<file path="src/rtl/core/cdl_pkg.sv">
package cdl_pkg;

    typedef enum logic [1:0] {
        OP_TICK     = 2'd0,
        OP_LOAD     = 2'd1,
        OP_ARM_LEAP = 2'd2,
        OP_SPRING   = 2'd3
    } op_t;

    typedef struct packed {
        op_t        op;
        logic [5:0] load_second;
        logic [5:0] load_minute;
        logic [4:0] load_hour;
        logic [4:0] load_day;
        logic [3:0] load_month;
        logic [6:0] load_year;
    } item_t;

    typedef struct packed {
        logic [5:0] second;
        logic [5:0] minute;
        logic [4:0] hour;
        logic [4:0] day;
        logic [3:0] month;
        logic [6:0] year;
        logic       summer;
    } cal_state_t;

    localparam int DATA_W = 40;

    localparam logic [6:0] SEC_LIMIT    = 7'd60;
    localparam logic [6:0] MIN_LIMIT    = 7'd60;
    localparam logic [5:0] HOUR_LIMIT   = 6'd24;
    localparam logic [4:0] MONTH_LIMIT  = 5'd13;
    localparam logic [7:0] YEAR_MAX     = 8'd99;
    localparam logic [5:0] LEAP_SECOND  = 6'd60;
    localparam logic [5:0] LAST_MINUTE  = 6'd59;
    localparam logic [3:0] SPRING_MONTH = 4'd3;
    localparam logic [3:0] AUTUMN_MONTH = 4'd10;
    localparam logic [5:0] DST_LOW_HOUR  = 6'd2;
    localparam logic [5:0] DST_HIGH_HOUR = 6'd3;
    localparam logic [4:0] LAST_DAY     = 5'd31;

    // Offset of the weekday sum for the 21st century (105 plus 5).
    localparam logic [8:0] WEEK_BASE = 9'd110;

    // Month term of the weekday sum, 13 * (m + 1) / 5, with January and
    // February (and month zero) counted as months 13, 14 and 12.
    function automatic logic [5:0] month_term(input logic [3:0] m);
        logic [5:0] term;
        case (m)
            4'd0, 4'd12: term = 6'd33;
            4'd1, 4'd13: term = 6'd36;
            4'd2, 4'd14: term = 6'd39;
            4'd3:        term = 6'd10;
            4'd4:        term = 6'd13;
            4'd5:        term = 6'd15;
            4'd6:        term = 6'd18;
            4'd7:        term = 6'd20;
            4'd8:        term = 6'd23;
            4'd9:        term = 6'd26;
            4'd10:       term = 6'd28;
            4'd11:       term = 6'd31;
            default:     term = 6'd41;
        endcase
        return term;
    endfunction

    function automatic logic [4:0] month_len(input logic [3:0] m, input logic [6:0] y);
        logic [4:0] len;
        case (m)
            4'd4, 4'd6, 4'd9, 4'd11: len = 5'd30;
            4'd2:                    len = (y[1:0] != 2'd0) ? 5'd28 : 5'd29;
            default:                 len = 5'd31;
        endcase
        return len;
    endfunction

    // Remainder by seven: eight is one more than seven, so octal digits add up.
    function automatic logic [2:0] mod7(input logic [8:0] x);
        logic [4:0] s;
        logic [3:0] t;
        s = 5'(x[8:6]) + 5'(x[5:3]) + 5'(x[2:0]);
        t = 4'(s[4:3]) + 4'(s[2:0]);
        if (t >= 4'd7)
        begin
            t = t - 4'd7;
        end
        return t[2:0];
    endfunction

    function automatic logic [2:0] weekday_calc(input logic [6:0] y, input logic [3:0] m,
                                                input logic [4:0] d);
        logic [6:0] ym;
        logic [8:0] base;
        logic [8:0] total;
        ym = y;
        if (m <= 4'd2)
        begin
            ym = y - 7'd1;
        end
        if (m <= 4'd2 && y == 7'd0)
        begin
            base = WEEK_BASE - 9'd2;
        end
        else
        begin
            base = WEEK_BASE + 9'(ym) + 9'(ym[6:2]);
        end
        total = base + 9'(d) + 9'(month_term(m));
        return mod7(total) + 3'd1;
    endfunction

    function automatic logic [4:0] last_sunday(input logic [6:0] y, input logic [3:0] m);
        logic [2:0] wd;
        logic [4:0] res;
        wd = weekday_calc(y, m, LAST_DAY);
        if (wd == 3'd7)
        begin
            res = LAST_DAY;
        end
        else
        begin
            res = LAST_DAY - 5'(wd);
        end
        return res;
    endfunction

    function automatic logic summer_calc(input logic [3:0] m, input logic [4:0] d,
                                         input logic [4:0] h, input logic [4:0] sd,
                                         input logic [4:0] ad);
        logic res;
        if ((m > SPRING_MONTH && m < AUTUMN_MONTH) || (m == SPRING_MONTH && d > sd)
            || (m == AUTUMN_MONTH && d < ad))
        begin
            res = 1'b1;
        end
        else if (m > AUTUMN_MONTH || m < SPRING_MONTH || (m == AUTUMN_MONTH && d > ad)
                 || (m == SPRING_MONTH && d < sd))
        begin
            res = 1'b0;
        end
        else if (m == SPRING_MONTH)
        begin
            res = (6'(h) >= DST_HIGH_HOUR);
        end
        else
        begin
            res = (6'(h) <= DST_LOW_HOUR);
        end
        return res;
    endfunction

endpackage

</file>
<file path="src/rtl/core/cdl_state.sv">
module cdl_state
    import cdl_pkg::*;
(
    input  logic       clk,
    input  logic       rst_n,
    input  logic       utc_mode,
    input  logic       step_en,
    input  item_t      item,
    output cal_state_t cal
);

    logic [5:0] sec_reg, sec_next;
    logic [5:0] min_reg, min_next;
    logic [4:0] hour_reg, hour_next;
    logic [4:0] day_reg, day_next;
    logic [3:0] month_reg, month_next;
    logic [6:0] year_reg, year_next;
    logic       summer_reg, summer_next;
    logic       spring_reg, spring_next;
    logic       leap_reg, leap_next;
    logic [4:0] sd_reg, sd_next;
    logic [4:0] ad_reg, ad_next;

    logic [6:0] sec_inc;
    logic [6:0] min_inc;
    logic [5:0] hour_inc;
    logic [5:0] day_inc;
    logic [4:0] month_inc;
    logic [7:0] year_inc;
    logic [6:0] year_wrap;
    logic [6:0] rc_year;
    logic [4:0] sd_calc;
    logic [4:0] ad_calc;
    logic [5:0] hour_t;
    logic       summer_t;

    assign sec_inc   = 7'(sec_reg) + 7'd1;
    assign min_inc   = 7'(min_reg) + 7'd1;
    assign hour_inc  = 6'(hour_reg) + 6'd1;
    assign day_inc   = 6'(day_reg) + 6'd1;
    assign month_inc = 5'(month_reg) + 5'd1;
    assign year_inc  = 8'(year_reg) + 8'd1;
    assign year_wrap = (year_inc > YEAR_MAX) ? 7'd0 : year_inc[6:0];
    assign rc_year   = (item.op == OP_LOAD) ? item.load_year : year_wrap;
    assign sd_calc   = last_sunday(rc_year, SPRING_MONTH);
    assign ad_calc   = last_sunday(rc_year, AUTUMN_MONTH);

    always_comb
    begin
        sec_next    = sec_reg;
        min_next    = min_reg;
        hour_next   = hour_reg;
        day_next    = day_reg;
        month_next  = month_reg;
        year_next   = year_reg;
        summer_next = summer_reg;
        spring_next = spring_reg;
        leap_next   = leap_reg;
        sd_next     = sd_reg;
        ad_next     = ad_reg;
        hour_t      = hour_inc;
        summer_t    = summer_reg;
        if (step_en)
        begin
            case (item.op)
                OP_TICK:
                begin
                    if (sec_inc < SEC_LIMIT)
                    begin
                        sec_next = sec_inc[5:0];
                    end
                    else if (leap_reg && min_reg == LAST_MINUTE && day_reg == 5'd1
                             && ((month_reg == 4'd7 && hour_reg == 5'd1)
                                 || (month_reg == 4'd1 && hour_reg == 5'd0)))
                    begin
                        sec_next  = LEAP_SECOND;
                        leap_next = 1'b0;
                    end
                    else
                    begin
                        sec_next = 6'd0;
                        if (min_inc < MIN_LIMIT)
                        begin
                            min_next = min_inc[5:0];
                        end
                        else
                        begin
                            min_next = 6'd0;
                            if (!utc_mode)
                            begin
                                if (spring_reg && hour_t == DST_LOW_HOUR && day_reg == sd_reg
                                    && month_reg == SPRING_MONTH)
                                begin
                                    hour_t      = DST_HIGH_HOUR;
                                    summer_t    = 1'b1;
                                    spring_next = 1'b0;
                                end
                                if (summer_t && hour_t == DST_HIGH_HOUR && day_reg == ad_reg
                                    && month_reg == AUTUMN_MONTH)
                                begin
                                    hour_t      = DST_LOW_HOUR;
                                    summer_t    = 1'b0;
                                    spring_next = 1'b0;
                                end
                            end
                            summer_next = summer_t;
                            if (hour_t < HOUR_LIMIT)
                            begin
                                hour_next = hour_t[4:0];
                            end
                            else
                            begin
                                hour_next = 5'd0;
                                if (day_inc <= 6'(month_len(month_reg, year_reg)))
                                begin
                                    day_next = day_inc[4:0];
                                end
                                else
                                begin
                                    day_next = 5'd1;
                                    if (month_inc < MONTH_LIMIT)
                                    begin
                                        month_next = month_inc[3:0];
                                    end
                                    else
                                    begin
                                        month_next = 4'd1;
                                        year_next  = year_wrap;
                                        if (year_wrap != 7'd0 && !utc_mode)
                                        begin
                                            sd_next     = sd_calc;
                                            ad_next     = ad_calc;
                                            summer_next = 1'b0;
                                        end
                                    end
                                end
                            end
                        end
                    end
                end
                OP_LOAD:
                begin
                    sec_next   = item.load_second;
                    min_next   = item.load_minute;
                    hour_next  = item.load_hour;
                    day_next   = item.load_day;
                    month_next = item.load_month;
                    year_next  = item.load_year;
                    if (item.load_year != 7'd0 && !utc_mode)
                    begin
                        sd_next = sd_calc;
                        ad_next = ad_calc;
                        if (item.load_month != 4'd0 && item.load_day != 5'd0)
                        begin
                            summer_next = summer_calc(item.load_month, item.load_day,
                                                      item.load_hour, sd_calc, ad_calc);
                        end
                    end
                end
                OP_ARM_LEAP:
                begin
                    leap_next = 1'b1;
                end
                OP_SPRING:
                begin
                    spring_next = 1'b1;
                end
                default:
                begin
                    leap_next = leap_reg;
                end
            endcase
        end
    end

    always_ff @(posedge clk or negedge rst_n)
    begin
        if (!rst_n)
        begin
            sec_reg    <= '0;
            min_reg    <= '0;
            hour_reg   <= '0;
            day_reg    <= '0;
            month_reg  <= '0;
            year_reg   <= '0;
            summer_reg <= 1'b0;
            spring_reg <= 1'b0;
            leap_reg   <= 1'b0;
            sd_reg     <= '0;
            ad_reg     <= '0;
        end
        else
        begin
            sec_reg    <= sec_next;
            min_reg    <= min_next;
            hour_reg   <= hour_next;
            day_reg    <= day_next;
            month_reg  <= month_next;
            year_reg   <= year_next;
            summer_reg <= summer_next;
            spring_reg <= spring_next;
            leap_reg   <= leap_next;
            sd_reg     <= sd_next;
            ad_reg     <= ad_next;
        end
    end

    assign cal.second = sec_reg;
    assign cal.minute = min_reg;
    assign cal.hour   = hour_reg;
    assign cal.day    = day_reg;
    assign cal.month  = month_reg;
    assign cal.year   = year_reg;
    assign cal.summer = summer_reg;

`ifndef SYNTHESIS
    a_leap_clears: assert property (@(posedge clk) disable iff (!rst_n)
        step_en && item.op == OP_TICK && sec_next == LEAP_SECOND && sec_reg != LEAP_SECOND
        |=> !leap_reg)
        else $error("Leap second shown without clearing the pending flag.");

    a_spring_jump: assert property (@(posedge clk) disable iff (!rst_n)
        step_en && item.op == OP_TICK && !utc_mode && hour_reg == 5'd1 && hour_next == 5'd3
        |=> summer_reg && !spring_reg)
        else $error("Spring hour skip without summer time in force.");

    a_flag_ops_keep_time: assert property (@(posedge clk) disable iff (!rst_n)
        step_en && (item.op == OP_ARM_LEAP || item.op == OP_SPRING)
        |=> $stable(sec_reg) && $stable(min_reg) && $stable(hour_reg) && $stable(day_reg))
        else $error("Flag operation changed the clock.");
`endif

endmodule

</file>
<file path="src/rtl/core/cdl_result.sv">
module cdl_result
    import cdl_pkg::*;
(
    input  logic              clk,
    input  logic              rst_n,
    input  logic              load,
    input  cal_state_t        snap,
    output logic              m_tvalid,
    input  logic              m_tready,
    output logic [DATA_W-1:0] m_tdata
);

    logic              valid_reg, valid_next;
    logic [DATA_W-1:0] data_reg;
    logic [2:0]        weekday;

    assign weekday = (snap.month == 4'd0 || snap.day == 5'd0) ? 3'd0
                     : weekday_calc(snap.year, snap.month, snap.day);

    always_comb
    begin
        valid_next = valid_reg;
        if (load)
        begin
            valid_next = 1'b1;
        end
        else if (m_tready)
        begin
            valid_next = 1'b0;
        end
    end

    always_ff @(posedge clk or negedge rst_n)
    begin
        if (!rst_n)
        begin
            valid_reg <= 1'b0;
        end
        else
        begin
            valid_reg <= valid_next;
        end
    end

    always_ff @(posedge clk)
    begin
        if (load)
        begin
            data_reg <= {3'd0, snap.summer, weekday, snap.year, snap.month, snap.day,
                         snap.hour, snap.minute, snap.second};
        end
    end

    assign m_tvalid = valid_reg;
    assign m_tdata  = data_reg;

`ifndef SYNTHESIS
    a_weekday_zero: assert property (@(posedge clk) disable iff (!rst_n)
        valid_reg |-> ((data_reg[25:22] == 4'd0 || data_reg[21:17] == 5'd0)
                       == (data_reg[35:33] == 3'd0)))
        else $error("Weekday does not match an unset date.");
`endif

endmodule

</file>
<file path="src/rtl/core/calendar_clock_dst_leap.sv">
// Calendar clock, years 2000 to 2099, with leap second and summer time.
// The slave side takes one operation per transfer: tuser selects a one-second
// tick, a load of date and time from tdata, arming a leap second, or
// announcing the spring change. Every operation gives one result on the
// master side: the date and time after the operation, the weekday and the
// summer flag.
// A result is offered on the master side from the output register: the input
// register takes the transfer and feeds the update of the clock registers,
// which in turn load the output register. One operation is taken per cycle
// while the receiver keeps up, limited by the update of the clock registers.
// When the receiver stalls, the result waits in the output register, the
// next one waits in the clock stage, and the input register fills before
// s_tready drops; nothing is lost.
// Reset clears the clock, the date, all flags and utc_mode, and empties the
// pipeline. cfg_we writes utc_mode; write it only while the block is idle.
module calendar_clock_dst_leap
    import cdl_pkg::*;
(
    input  logic              clk,
    input  logic              rst_n,
    input  logic              cfg_we,
    input  logic              cfg_wdata,
    input  logic              s_tvalid,
    output logic              s_tready,
    input  logic [DATA_W-1:0] s_tdata,  // load_second, load_minute, load_hour, load_day,
                                        // load_month, load_year, zero fill
    input  logic [1:0]        s_tuser,  // op
    output logic              m_tvalid,
    input  logic              m_tready,
    output logic [DATA_W-1:0] m_tdata   // second, minute, hour, day, month, year,
                                        // weekday, summer, zero fill
);

    logic       utc_reg;
    logic       in_valid_reg, in_valid_next;
    item_t      item_reg;
    logic       step_valid_reg, step_valid_next;
    logic       out_free;
    logic       step_free;
    logic       step_en;
    logic       take;
    logic       move;
    cal_state_t cal;

    assign out_free  = !m_tvalid || m_tready;
    assign step_free = !step_valid_reg || out_free;
    assign step_en   = in_valid_reg && step_free;
    assign s_tready  = !in_valid_reg || step_en;
    assign take      = s_tvalid && s_tready;
    assign move      = step_valid_reg && out_free;

    always_comb
    begin
        in_valid_next = in_valid_reg;
        if (take)
        begin
            in_valid_next = 1'b1;
        end
        else if (step_en)
        begin
            in_valid_next = 1'b0;
        end
        step_valid_next = step_valid_reg;
        if (step_en)
        begin
            step_valid_next = 1'b1;
        end
        else if (move)
        begin
            step_valid_next = 1'b0;
        end
    end

    always_ff @(posedge clk or negedge rst_n)
    begin
        if (!rst_n)
        begin
            utc_reg        <= 1'b0;
            in_valid_reg   <= 1'b0;
            step_valid_reg <= 1'b0;
        end
        else
        begin
            if (cfg_we)
            begin
                utc_reg <= cfg_wdata;
            end
            in_valid_reg   <= in_valid_next;
            step_valid_reg <= step_valid_next;
        end
    end

    always_ff @(posedge clk)
    begin
        if (take)
        begin
            item_reg.op          <= op_t'(s_tuser);
            item_reg.load_second <= s_tdata[5:0];
            item_reg.load_minute <= s_tdata[11:6];
            item_reg.load_hour   <= s_tdata[16:12];
            item_reg.load_day    <= s_tdata[21:17];
            item_reg.load_month  <= s_tdata[25:22];
            item_reg.load_year   <= s_tdata[32:26];
        end
    end

    cdl_state u_state (
        .clk      (clk),
        .rst_n    (rst_n),
        .utc_mode (utc_reg),
        .step_en  (step_en),
        .item     (item_reg),
        .cal      (cal)
    );

    cdl_result u_result (
        .clk      (clk),
        .rst_n    (rst_n),
        .load     (move),
        .snap     (cal),
        .m_tvalid (m_tvalid),
        .m_tready (m_tready),
        .m_tdata  (m_tdata)
    );

endmodule

</file>
<file path="config.mk">
export PLATFORM = sky130hd
export DESIGN_NAME = calendar_clock_dst_leap
export DESIGN_NICKNAME = d
export VERILOG_FILES = /design/src/rtl/core/cdl_pkg.sv /design/src/rtl/core/cdl_state.sv /design/src/rtl/core/cdl_result.sv /design/src/rtl/core/calendar_clock_dst_leap.sv
export SDC_FILE = /design/constraint.sdc
export NUM_CORES = 1
export LEC_CHECK = 0
export BUFFER_PORTS_ARGS = -buffer_cell sky130_fd_sc_hd__buf_2
export CORE_MARGIN = 1
export CORE_UTILIZATION = 45
export CTS_BUF_LIST = sky130_fd_sc_hd__clkbuf_16
export CTS_CLUSTER_DIAMETER = 40
export DETAILED_ROUTE_END_ITERATION = 10
export GPL_TIMING_DRIVEN = 0
export PLACE_DENSITY = 0.73
export SKIP_LAST_GASP = 1
export SLEW_MARGIN = 25
export SYNTH_ARGS = -nofsm -noshare
export SYNTH_HDL_FRONTEND = slang
export SYNTH_SLANG_ARGS = --single-unit
</file>
<file path="constraint.sdc">
create_clock -name clk -period 27.3 [get_ports clk]
set_input_delay 5.46 -clock clk [delete_from_list [all_inputs] [get_ports clk]]
set_output_delay 5.46 -clock clk [all_outputs]
set_load 0.005 [all_outputs]
</file>
=== Yosys cells after proc, flatten, opt, wreduce, memory -nomap -nowiden ===
Memory sizes are Yosys's and may differ from the RTL's.
Index checks and enable logic that the tools add are counted.

* Reduce and logical (&&, ||, !) cells: 64
* Magnitude comparators: 20
* Add/subtract/negate cells: 33
* Muxes and demuxes: 119
* Eq/ne operators: 35

{| class="wikitable"
|+ Operator list
! cell !! count
|-
| $mux W5 || 33
|-
| $mux W6 || 19
|-
| $mux W7 || 9
|-
| $pmux W5 S2 || 5
|-
| $mux W1 || 36
|-
| $add A9 B5 Y9 || 3
|-
| $mux W4 || 6
|-
| $pmux W6 S2 || 2
|-
| $logic_and A1 B1 Y1 || 23
|-
| $reduce_and A7 Y1 || 3
|-
| $add A9 B5 Y9 const B || 2
|-
| $ne A2 B2 Y1 const B || 9
|-
| $add A7 B7 Y8 const A || 2
|-
| $eq A4 B4 Y1 const B || 4
|-
| $add A5 B3 Y5 || 3
|-
| $add A6 B1 Y7 const B || 2
|-
| $lt A7 B6 Y1 const B || 2
|-
| $pmux W7 S2 || 1
|-
| $reduce_bool A2 Y1 || 7
|-
| $reduce_bool A7 Y1 || 2
|-
| $add A2 B3 Y4 || 3
|-
| $add A3 B3 Y4 || 3
|-
| $add A5 B1 Y6 const B || 2
|-
| $eq A4 B2 Y1 const B || 3
|-
| other kinds (52) || 87
|}

* ROM bits: 96
* Flip-flop bits (word level): 122
* Word-level logic and storage cells: 296
* Output and inout port bits: 42
* Memories kept: 1

{| class="wikitable"
|+ Memories
! name !! words !! bits a word !! rd ports !! clocked after Yosys merged registers in !! wr ports !! RTL line !! text
|-
| (name not given) || 16 || 6 || 1 || 0 || 0 || cdl_pkg.sv:52 || <nowiki>case (m)</nowiki>
|}

=== Logic depth before layout (Yosys ltp) ===
* Depth in word-level cells: 37
* Mapped depth: 45
* Mapped depth without buffers: 45

=== Cells and area by module ===
From an unflattened synthesis, not the netlist that was laid out.

* Cell total of the unflattened synthesis: 890
* Area, all modules: 8917.3 um^2

{| class="wikitable"
|+ By module, submodules not included
! module !! area each (um^2) !! seq. area each (um^2) !! cells an instance !! instances
|-
| cdl_state || 4946.0 || 1076.0 || 608 || 1
|-
| cdl_result || 2763.9 || 1136.1 || 235 || 1
|-
| calendar_clock_dst_leap || 1207.4 || 1126.1 || 47 || 1
|}

=== Least setup slack after synthesis ===
No wires, ideal clock.

* Kind: in2out
* From: input m_tready
* To: output s_tready
* Stages: 2
* Slack: 16.135 ns
* Arrival: 5.705 ns
* Buffers on the path: 0
* Cells stage by stage: nor2b_1 -> nand3_1

* Cells in the longest elaborated chain, start to end: 4

{| class="wikitable"
|+ Ends and longest elaborated chain
! item !! RTL line !! text
|-
| from (decl) || calendar_clock_dst_leap.sv:29 || <nowiki>input logic m_tready,</nowiki>
|-
| $logic_or A1 B1 Y1 || calendar_clock_dst_leap.sv:45 || <nowiki>assign out_free = !m_tvalid || m_tready;</nowiki>
|-
| $logic_or A1 B1 Y1 || calendar_clock_dst_leap.sv:46 || <nowiki>assign step_free = !step_valid_reg || out_free;</nowiki>
|-
| $logic_and A1 B1 Y1 || calendar_clock_dst_leap.sv:47 || <nowiki>assign step_en = in_valid_reg && step_free;</nowiki>
|-
| $logic_or A1 B1 Y1 || calendar_clock_dst_leap.sv:48 || <nowiki>assign s_tready = !in_valid_reg || step_en;</nowiki>
|-
| to (decl) || calendar_clock_dst_leap.sv:24 || <nowiki>output logic s_tready,</nowiki>
|}

No other way between the ends.

=== Worst setup path after layout ===
Ends and elaborated chain as after synthesis.

==> key figures <==
Floorplanning
  • Number of primary I/O pins: 90
  • Number of placement rows: 50
  • Die outline width: 142 um
  • Initial core utilization: 0.466
  • Die outline area: 20,200 sq um
  • Floorplan Core Area: 19,000 sq um
  • Die Ht: 142 um

Final layout
  • Number of nets in the final layout: 1,166
  • Fraction of layout instances using a drive strength above 1: 0.143
  • Flip-flop count of the largest register, all copies and words added: 37
  • Antenna fix cells: 0
  • Most common library cell in the layout ignoring fill and taps: ha_1
  • Fill cell count: 1,723
  • Signed area change from the synthesized netlist to the final layout: 15.7%
  • Leading cell types in the layout, fill and taps excluded: ha_1, buf_2, inv_1, a21oi_1, edfxtp_1

Clock network
  • Reg clk slew, reported paths: 0.06 ns
  • Resize count post-CTS: 0
  • Library cell used as clock root buffer: clkbuf_16
  • Total CTS buffers: 17
  • Number of H-tree levels: 4
  • Clock latency at the later pin of the worst-skew pair: 0.43 ns
  • Number of setup buffers added after CTS: 0
  • Maximum number of buffers from clock root to sink: 2
  • Clock tree from TritonCTS: done
  • Hold Buf Count CTS: 0
  • Number of clock sinks: 119

Placement
  • Buffers added on ports: 79
  • DP Wirelength: 15,500 um
  • RePlAce Congestion: 0.877

Setup path
  • Startpoint class of the critical path: input pin
  • Critical path class: in2out
  • Worst path arrival time: 5.97 ns
  • Required time of the critical path: 21.84 ns
  • Maximum fanout encountered on the critical timing path: 3
  • Crit. End Element: primary output

Routing
  • Vias per cell: 5.51
  • First-pass detailed-route iteration total: 5
  • Antenna violation net count after detailed routing: 0
  • DRC violation count after routing: 0
  • Mean routed wirelength per cell: 16.1 um
  • Aggregate routed wire length: 20,600 um
  • Count of vias placed by the detailed router: 7,078
  • Starting DRT DRC Count: 475

Min path
  • Hold Path Class: reg2reg

Global routing
  • Number of antenna violations at the first check in global routing: 0
  • Aggregate global routing overflow: 0
  • Via count of the first global-routing pass: 6,941
  • Overall fraction of global-route tracks in use: 0.213
  • First-pass GRT wire length: 33,600 um
  • Maximum number of pins on one net before global-route repair: 48

Yosys
  • Compound-Gate Fraction of Synth Area: 0.159
  • Synthesis Warnings: 0
  • Per-instance average area after synthesis: 9.74 sq um
  • Cells after synthesis: 909
  • Top cell type's share of synthesized area: 0.244
  • Simple-Gate Fraction of Synth Area: 0.148
  • Post-synthesis cell type with the largest combined area: edfxtp_1
  • Adder-cell share of the synthesized area: 0.169
  • Fraction of synthesized cell area in xor and xnor cells: 0.0700
  • Number of enable-type register cells in the synthesized netlist: 72
  • Top flip-flop cell by instance count after synthesis: edfxtp_1
  • Proportion of synthesized flip-flops having asynchronous set or reset: 0.395
  • Fraction of the yosys area taken by sequential cells: 0.377
  • Cells taking the most area after synthesis: edfxtp_1, dfrtp_1, ha_1
  • Mux cell area share after synthesis: 0.0263
  • Combinational family with the most area after synthesis: adder cells
  • Synthesis-stage register bit count: 119
  • Count of different cell masters after synthesis: 77
  • Post-synthesis cell area: 8850 sq um

STA
  • Fin Hold WS: 0.452 ns
  • Final-report hold violation count: 0
  • Fraction of the cycle the final worst path needs: 0.419
  • Minimum period implied by the final worst setup slack: 11.43 ns
  • Setup TNS Final: 0 ns
  • Maximum operating frequency: 0.0875 GHz
  • Clock Skew: 0.00967 ns
  • Number of setup violations in the final report: 0
  • Actual transition at the worst max-transition pin: 0.785 ns
  • Final number of max-transition violations: 0
  • RSZ-0062 raised after global routing: no
  • Remaining max-slew budget at the tightest pin: 0.473

Run status
  • Run status: completed

Flow run
  • Count of max-cap constraint violations: 0
-- area by class of cell --
class                           count  area [sq um]  share of cell area
Buffer                             33           148              0.0144
Clock buffer                       17           425              0.0415
Clock inverter                     15           180              0.0176
Inverter                           79           297              0.0289
Multi-Input combinational cell    680          5090               0.497
Sequential cell                   119          3340               0.326
Tap cell                          260           325              0.0317
Timing Repair Buffer               81           445              0.0435
-- cells by family (layout without fill, tap and decap cells) --
family,Yosys count,in the layout
multiplexers,21,21
buffers and inverters,112,225
XOR/XNOR,69,69
flip-flops,119,119
AO/OA/AOI/OAI,219,219
AND/OR/NAND/NOR,258,258
adder cells (fa/ha/maj),110,110
other,1,3
-- stage by stage --
step,utilization,std cells,worst slack [ns],area [sq um]
floorplan,-,911,16.14,8860
global placement,0.504,1250,15.86,9580
detailed placement,0.507,1252,15.87,9640
CTS,0.539,1284,15.87,10200
global route,0.539,1284,15.83,10200
finish,0.539,1284,15.87,10200
-- synth_stat cells, types with 4 or more instances --
| cell | number |
|---|---|
| edfxtp_1 | 72 |
| o21a_1 | 4 |
| buf_1 | 5 |
| mux2i_1 | 12 |
| a31oi_1 | 5 |
| a32oi_1 | 5 |
| xnor2_1 | 37 |
| nor2_1 | 57 |
| nor2b_1 | 10 |
| o21ai_0 | 48 |
| o22ai_1 | 5 |
| a21o_1 | 15 |
| inv_1 | 78 |
| o31ai_1 | 6 |
| nor3_1 | 23 |
| nand2b_1 | 15 |
| nand3_1 | 22 |
| xor2_1 | 31 |
| dfrtp_1 | 47 |
| mux2_2 | 8 |
| a22o_1 | 5 |
| clkbuf_1 | 19 |
| o31a_1 | 4 |
| fa_1 | 17 |
| o21bai_1 | 6 |
| nand2_1 | 65 |
| buf_4 | 5 |
| a21oi_1 | 75 |
| ha_1 | 90 |
| nor4_1 | 11 |
| and3_1 | 6 |
| and2_1 | 10 |
| buf_2 | 4 |
| a211oi_1 | 6 |
| or2_2 | 4 |
| nand4_1 | 9 |
-- critical path: stages --
cell	delay, ns
buf_2	0.10
nor2b_1	0.14
nand3_1	0.13
buf_2	0.14
-- per-layer routing --
layer | GRT usage | vias to the layer above | wire, um | share of wire
met3 | 0.0367 | 41 | 1230 | 0.060
met2 | 0.355 | 223 | 9620 | 0.47
met5 | 0 | - | 0 | 0
met4 | 0.0832 | 0 | 453 | 0.022
li1 | - | 3466 | - | -
met1 | 0.277 | 3348 | 9320 | 0.45
-- worst paths after layout --
path / slack [ns] / end / cells past startpoint / startpoint
max in group asynchronous: 21.79 / u_state.year_reg[5] / 1 / rst_n
hold / removal: 0.45 / u_result.m_tdata[29] / 0 / u_state.year_reg[3]
setup reg to reg: 17.06 / u_state.summer_reg / 39 / item_reg[34]
setup / recovery: 15.87 / s_tready / 4 / m_tready
min in group asynchronous: 5.07 / u_state.sec_reg[4] / 1 / rst_n
hold reg to reg: 0.45 / u_result.m_tdata[29] / 0 / u_state.year_reg[3]
Power is not shown: default switching activity piles up to over one toggle a cycle in this logic, so the estimate is an artifact.
